### src/hdl/bcru_pkg.sv
// ----------------------------------------------------------------------------
// bcru_pkg
// Shared types and constants of the bounded composition rank/unrank coder.
// ----------------------------------------------------------------------------
package bcru_pkg;

   localparam int MAX_PARTS_DEF      = 8;
   localparam int MAX_PART_VALUE_DEF = 16;

   localparam int PART_FIELDS = 8;
   localparam int PART_W      = 5;
   localparam int NUM_PARTS_W = 4;
   localparam int RANK_W      = 32;
   localparam int TOTAL_W     = 8;
   localparam int J_W         = 3;

   localparam int CSR_IDX_W  = 2;
   localparam int CSR_DATA_W = 8;

   localparam logic [CSR_IDX_W-1:0] REG_NUM_PARTS = 2'd0;
   localparam logic [CSR_IDX_W-1:0] REG_MAX_PART  = 2'd1;

   localparam logic [3:0] NUM_PARTS_RESET = 4'd4;
   localparam logic [4:0] MAX_PART_RESET  = 5'd7;

   localparam logic KIND_RANK   = 1'b0;
   localparam logic KIND_UNRANK = 1'b1;

   typedef struct packed {
      logic                kind;
      logic [PART_W-1:0]   part_0;
      logic [PART_W-1:0]   part_1;
      logic [PART_W-1:0]   part_2;
      logic [PART_W-1:0]   part_3;
      logic [PART_W-1:0]   part_4;
      logic [PART_W-1:0]   part_5;
      logic [PART_W-1:0]   part_6;
      logic [PART_W-1:0]   part_7;
      logic [RANK_W-1:0]   rank_in;
      logic [TOTAL_W-1:0]  total;
   } req_word_type;

   typedef struct packed {
      logic [RANK_W-1:0]   rank_out;
      logic [PART_W-1:0]   part_out_0;
      logic [PART_W-1:0]   part_out_1;
      logic [PART_W-1:0]   part_out_2;
      logic [PART_W-1:0]   part_out_3;
      logic [PART_W-1:0]   part_out_4;
      logic [PART_W-1:0]   part_out_5;
      logic [PART_W-1:0]   part_out_6;
      logic [PART_W-1:0]   part_out_7;
      logic [TOTAL_W-1:0]  sum_out;
      logic                error;
   } rsp_word_type;

   typedef enum logic [3:0] {
      ST_BUILD_INIT,
      ST_BUILD,
      ST_BUILD_DRAIN,
      ST_IDLE,
      ST_CHECK,
      ST_RANK,
      ST_CHK_WAIT,
      ST_UNR,
      ST_UNR_WAIT,
      ST_EMIT
   } state_type;

   typedef enum logic [3:0] {
      OP_NONE,
      OP_BUILD_INIT,
      OP_BUILD_STEP,
      OP_LOAD,
      OP_RANK_STEP,
      OP_CHK_RD,
      OP_SET_ERR,
      OP_UNR_RD,
      OP_UNR_EVAL,
      OP_UNR_TAKE,
      OP_UNR_LAST,
      OP_EMIT
   } dp_op_type;

   typedef struct packed {
      dp_op_type op;
   } dp_cmd_type;

   typedef struct packed {
      logic build_last;
      logic is_unrank;
      logic err;
      logic parts_done;
      logic chk_bad;
      logic unr_at_k;
   } dp_status_type;

endpackage

### src/hdl/bcru_ctrl.sv
// ----------------------------------------------------------------------------
// bcru_ctrl
// Sequencer: table build, rank walk, unrank walk and result emit.
// ----------------------------------------------------------------------------
module bcru_ctrl (
   input  logic                   clock,
   input  logic                   reset,
   input  logic                   start_fire,
   input  logic                   cfg_fire,
   input  bcru_pkg::dp_status_type status,
   output bcru_pkg::dp_cmd_type    cmd,
   output logic                   idle
);
   import bcru_pkg::*;

   state_type state_ff;
   state_type state_in;

   always_ff @(posedge clock) begin
      if (reset) begin
         state_ff <= ST_BUILD_INIT;
      end else begin
         state_ff <= state_in;
      end
   end

   always_comb begin
      state_in = state_ff;
      cmd.op   = OP_NONE;
      idle     = 1'b0;
      unique case (state_ff)
         ST_BUILD_INIT: begin
            cmd.op   = OP_BUILD_INIT;
            state_in = ST_BUILD;
         end
         ST_BUILD: begin
            cmd.op = OP_BUILD_STEP;
            if (status.build_last) begin
               state_in = ST_BUILD_DRAIN;
            end
         end
         ST_BUILD_DRAIN: begin
            state_in = ST_IDLE;
         end
         ST_IDLE: begin
            idle = 1'b1;
            priority if (cfg_fire) begin
               state_in = ST_BUILD_INIT;
            end else if (start_fire) begin
               cmd.op   = OP_LOAD;
               state_in = ST_CHECK;
            end
         end
         ST_CHECK: begin
            priority if (status.err) begin
               state_in = ST_EMIT;
            end else if (!status.is_unrank) begin
               state_in = ST_RANK;
            end else begin
               cmd.op   = OP_CHK_RD;
               state_in = ST_CHK_WAIT;
            end
         end
         ST_RANK: begin
            if (status.parts_done) begin
               state_in = ST_EMIT;
            end else begin
               cmd.op = OP_RANK_STEP;
            end
         end
         ST_CHK_WAIT: begin
            if (status.chk_bad) begin
               cmd.op   = OP_SET_ERR;
               state_in = ST_EMIT;
            end else begin
               state_in = ST_UNR;
            end
         end
         ST_UNR: begin
            priority if (status.parts_done) begin
               cmd.op   = OP_UNR_LAST;
               state_in = ST_EMIT;
            end else if (status.unr_at_k) begin
               cmd.op = OP_UNR_TAKE;
            end else begin
               cmd.op   = OP_UNR_RD;
               state_in = ST_UNR_WAIT;
            end
         end
         ST_UNR_WAIT: begin
            cmd.op   = OP_UNR_EVAL;
            state_in = ST_UNR;
         end
         ST_EMIT: begin
            cmd.op   = OP_EMIT;
            state_in = ST_IDLE;
         end
         default: begin
            state_in = ST_BUILD_INIT;
         end
      endcase
   end

endmodule

### config.mk
export PLATFORM = sky130hd
export DESIGN_NAME = bcru_ctrl
export DESIGN_NICKNAME = d
export VERILOG_FILES = /design/src/hdl/bcru_pkg.sv /design/src/hdl/bcru_ctrl.sv
export SDC_FILE = /design/constraint.sdc
export NUM_CORES = 1
export LEC_CHECK = 0
export ABC_CLOCK_PERIOD_IN_PS = 1800
export BUFFER_PORTS_ARGS = -buffer_cell sky130_fd_sc_hd__buf_2
export CORE_AREA = 2 2 39 41
export DETAILED_ROUTE_END_ITERATION = 10
export DIE_AREA = 0 0 41 43
export SYNTH_ARGS = -nofsm -noshare
export SYNTH_HDL_FRONTEND = slang
export SYNTH_SLANG_ARGS = --single-unit
### constraint.sdc
create_clock -name clock -period 1.8 [get_ports clock]
set_input_delay 0.27 -clock clock [delete_from_list [all_inputs] [get_ports clock]]
set_output_delay 0.27 -clock clock [all_outputs]
set_load 0.005 [all_outputs]
==> impl_metrics.toml <==
[die]
fp-row-count = 14
core_um2 = 1380
die_w_um = 41
io_pins = 15
die-area_um2 = 1760
start_util = 0.374
die-height_um = 43

[global_routing]
grt_pass1_vias = 514
grt_antenna_before_repair = 0
grt_max_degree = 14
grt_overflow = 0
grt_pass1_wl_mm = 2.27
grt_use_total = 0.193

[outcome]
status = "completed"

[timing]
final.setup.tns_ns = 0
setup_violations = 0
hold_viol = 0
drv_slew = 0
period_share = 0.940
finClkSkew_ns = 0.00820
tightest_slew_ns = 0.303
period_minus_slack_ns = 1.69
rsz0062_at_grt = "false"
max_slew_margin = 0.796
max_clock_freq_ghz = 0.591

[drt]
wl_met3_um = 49
routed.top_layer = "met4"
wirelength_mm = 1.33
m1WireLength_um = 566
drtIter0Drc = 9
dr_wl_met2_um = 677
ant_nets = 0
drc = 0
wl_per_cell_um = 13.7
via_per_inst = 5.68
routed-via-count = 551
drtPass1Iterations = 4

[critical_path]
cp-start-kind = "flop"
max_stage_delay_ns = 0.35
reg2reg_from = "state_ff[2]$_SDFFE_PP0P_"
reg2reg_to = "state_ff[1]$_SDFFE_PP0P_"
r2r_cells = 5
crit_fanout = 8
crit_required_ns = 1.53
crit_slowest_cell = "dfxtp_2"
path_class = "flop to output pin"
endpoint_kind = "output pin"
path_cells = "and4bb_4 > nor2b_2 > nand2_1 > o311ai_1 > buf_2"
r2r_slack_ns = 0.48
arrival_ns = 1.42

[finish]
regArea_um2 = 81.3
drive_gt1_frac = 0.457
largest_registers = "state_ff: 4 flops"
fillers = 156
final_common_cell = "buf_2"
regMostFlops = "state_ff"
syn_to_final_growth_pct = 24.2
layout_common_cells = "14 x buf_2, 10 x nand2_1, 5 x buf_4"
num_antenna_cells = 0
fin_cells = 97
fin_area_um2 = 643
largest_reg_flops = 4
final_nets = 93
multiInputGateArea_um2 = 404

[placement]
port_buffers = 14
place_area_um2 = 614
dp_cells = 94
hpwl_mm = 1.05
gp_congestion = 0.735

[hold_path]
hp-class = "primary input to flop"
hp-start = "reset"
holdPathStages = 2
holdPathEnd = "state_ff[0]$_SDFFE_PP0P_"

[clocking]
clkTransAtPathRegs_ns = 0.04
htreeDepth = 1
cts_sinks = 4
insertion_delay_ns = 0.25
numCtsBuffers = 3
post_cts_buffers = 0
cts_tree = "built"
cts_max_path_buffers = 2
cts_root_buf = "clkbuf_4"

[logic_synthesis]
syn-cell-area_um2 = 518
synth_top_area_share = 0.155
synth_cell_type_count = 38
synth_top_area_cell = "dfxtp_1"
synth_fp_nets = 73
syn_avg_cell_area_um2 = 8.22
synthArstFlopShare = 0
synth_cells = 63
yosys_warnings = 0
ys_seq_elements = 4
ys_seq_area_frac = 0.155
synth_edf_count = 0
ys.flop_type = "dfxtp_1"
synth_area_leaders = "dfxtp_1 15%, nand2_1 7.2%, and4bb_4 6.3%"

[pwr]
vdd_drop_max_mv = 0.331
p_clk_frac = 0.276
switchingPower_uw = 159
power_density_nw_per_um2 = 673
p_seq_frac = 0.243
p_leak_nw = 0.285
pwr-share-comb = 0.481
p_sw_frac = 0.368
power_uw = 433
p_int_uw = 274

[job]
cap_violations = 0
## worst max-delay path by stage
stage	startpoint	end	cells after the start	slack (ns)
global route	state_ff[2]$_SDFFE_PP0P_	cmd[1]	5	0.004
floorplan	state_ff[2]$_SDFFE_PP0P_	cmd[0]	4	0.50
detailed placement	state_ff[3]$_SDFFE_PP0P_	cmd[1]	5	0.27
finish	state_ff[3]$_SDFFE_PP0P_	cmd[1]	5	0.11
global placement	state_ff[3]$_SDFFE_PP0P_	cmd[1]	5	0.32
CTS	state_ff[3]$_SDFFE_PP0P_	cmd[1]	5	0.006
## metal layers
metal | vias up | GRT usage
met5 | - | 0
met4 | 0 | 0.0800
met3 | 5 | 0.0628
met2 | 14 | 0.291
met1 | 258 | 0.240
li1 | 274 | -
## power groups by stage
stage | combinational [mW] | sequential (mW) | clock, mW
finish | 0.208 | 0.105 | 0.119
global placement | 0.207 | 0.107 | 0
CTS | 0.208 | 0.105 | 0.123
floorplan | 0.142 | 0.108 | 0
detailed placement | 0.207 | 0.106 | 0
global route | 0.229 | 0.106 | 0.138
## cell type report
type	count	area share
inverter	2	0.0117
clock buffer	3	0.0350
tap	16	0.0311
sequential	4	0.126
multi-input combinational	53	0.628
timing repair buffer	19	0.167
## through the flow
step                hold WS, ns  utilization  setup WS (ns)
floorplan                 0.339            -          0.504
global route              0.250        0.465        0.00356
finish                    0.242        0.465          0.107
CTS                       0.240        0.460        0.00550
global placement          0.491        0.444          0.317
detailed placement        0.492        0.444          0.265
## worst max-delay path: cells and delay by family, from the launching register on
kind	cells	cell delay, ns
buffers and inverters	1	0.15
flip-flops	1	0.35
AND/OR/NAND/NOR	3	0.60
AO/OA/AOI/OAI	1	0.07
## synth_stat cells, types with 2 or more instances
library cell  count
a21oi_1           3
a2bb2oi_1         2
and2b_2           2
and4bb_4          2
buf_4             2
dfxtp_1           4
nand2_1          10
nand2b_1          2
nand3b_1          2
nor2_1            3
nor2b_1           3
o21ai_0           2
## what timing repair did
action / in CTS / in global routing
hold buffers: 0 / 0
endpoints found under the setup margin: 0 / 2
resized for setup: 0 / 3
## cells by family (layout without fill, tap and decap cells)
logic type | count (synthesis) | after routing | synth area share
DFF | 4 | 4 | 0.155
AOI/OAI and AO/OA | 21 | 21 | 0.331
and+or+nand+nor | 31 | 31 | 0.423
buffers and inverters | 6 | 24 | 0.0748
xor gates and xnor gates | 1 | 1 | 0.0169
Note: power is estimated with default switching activity, not from simulation.
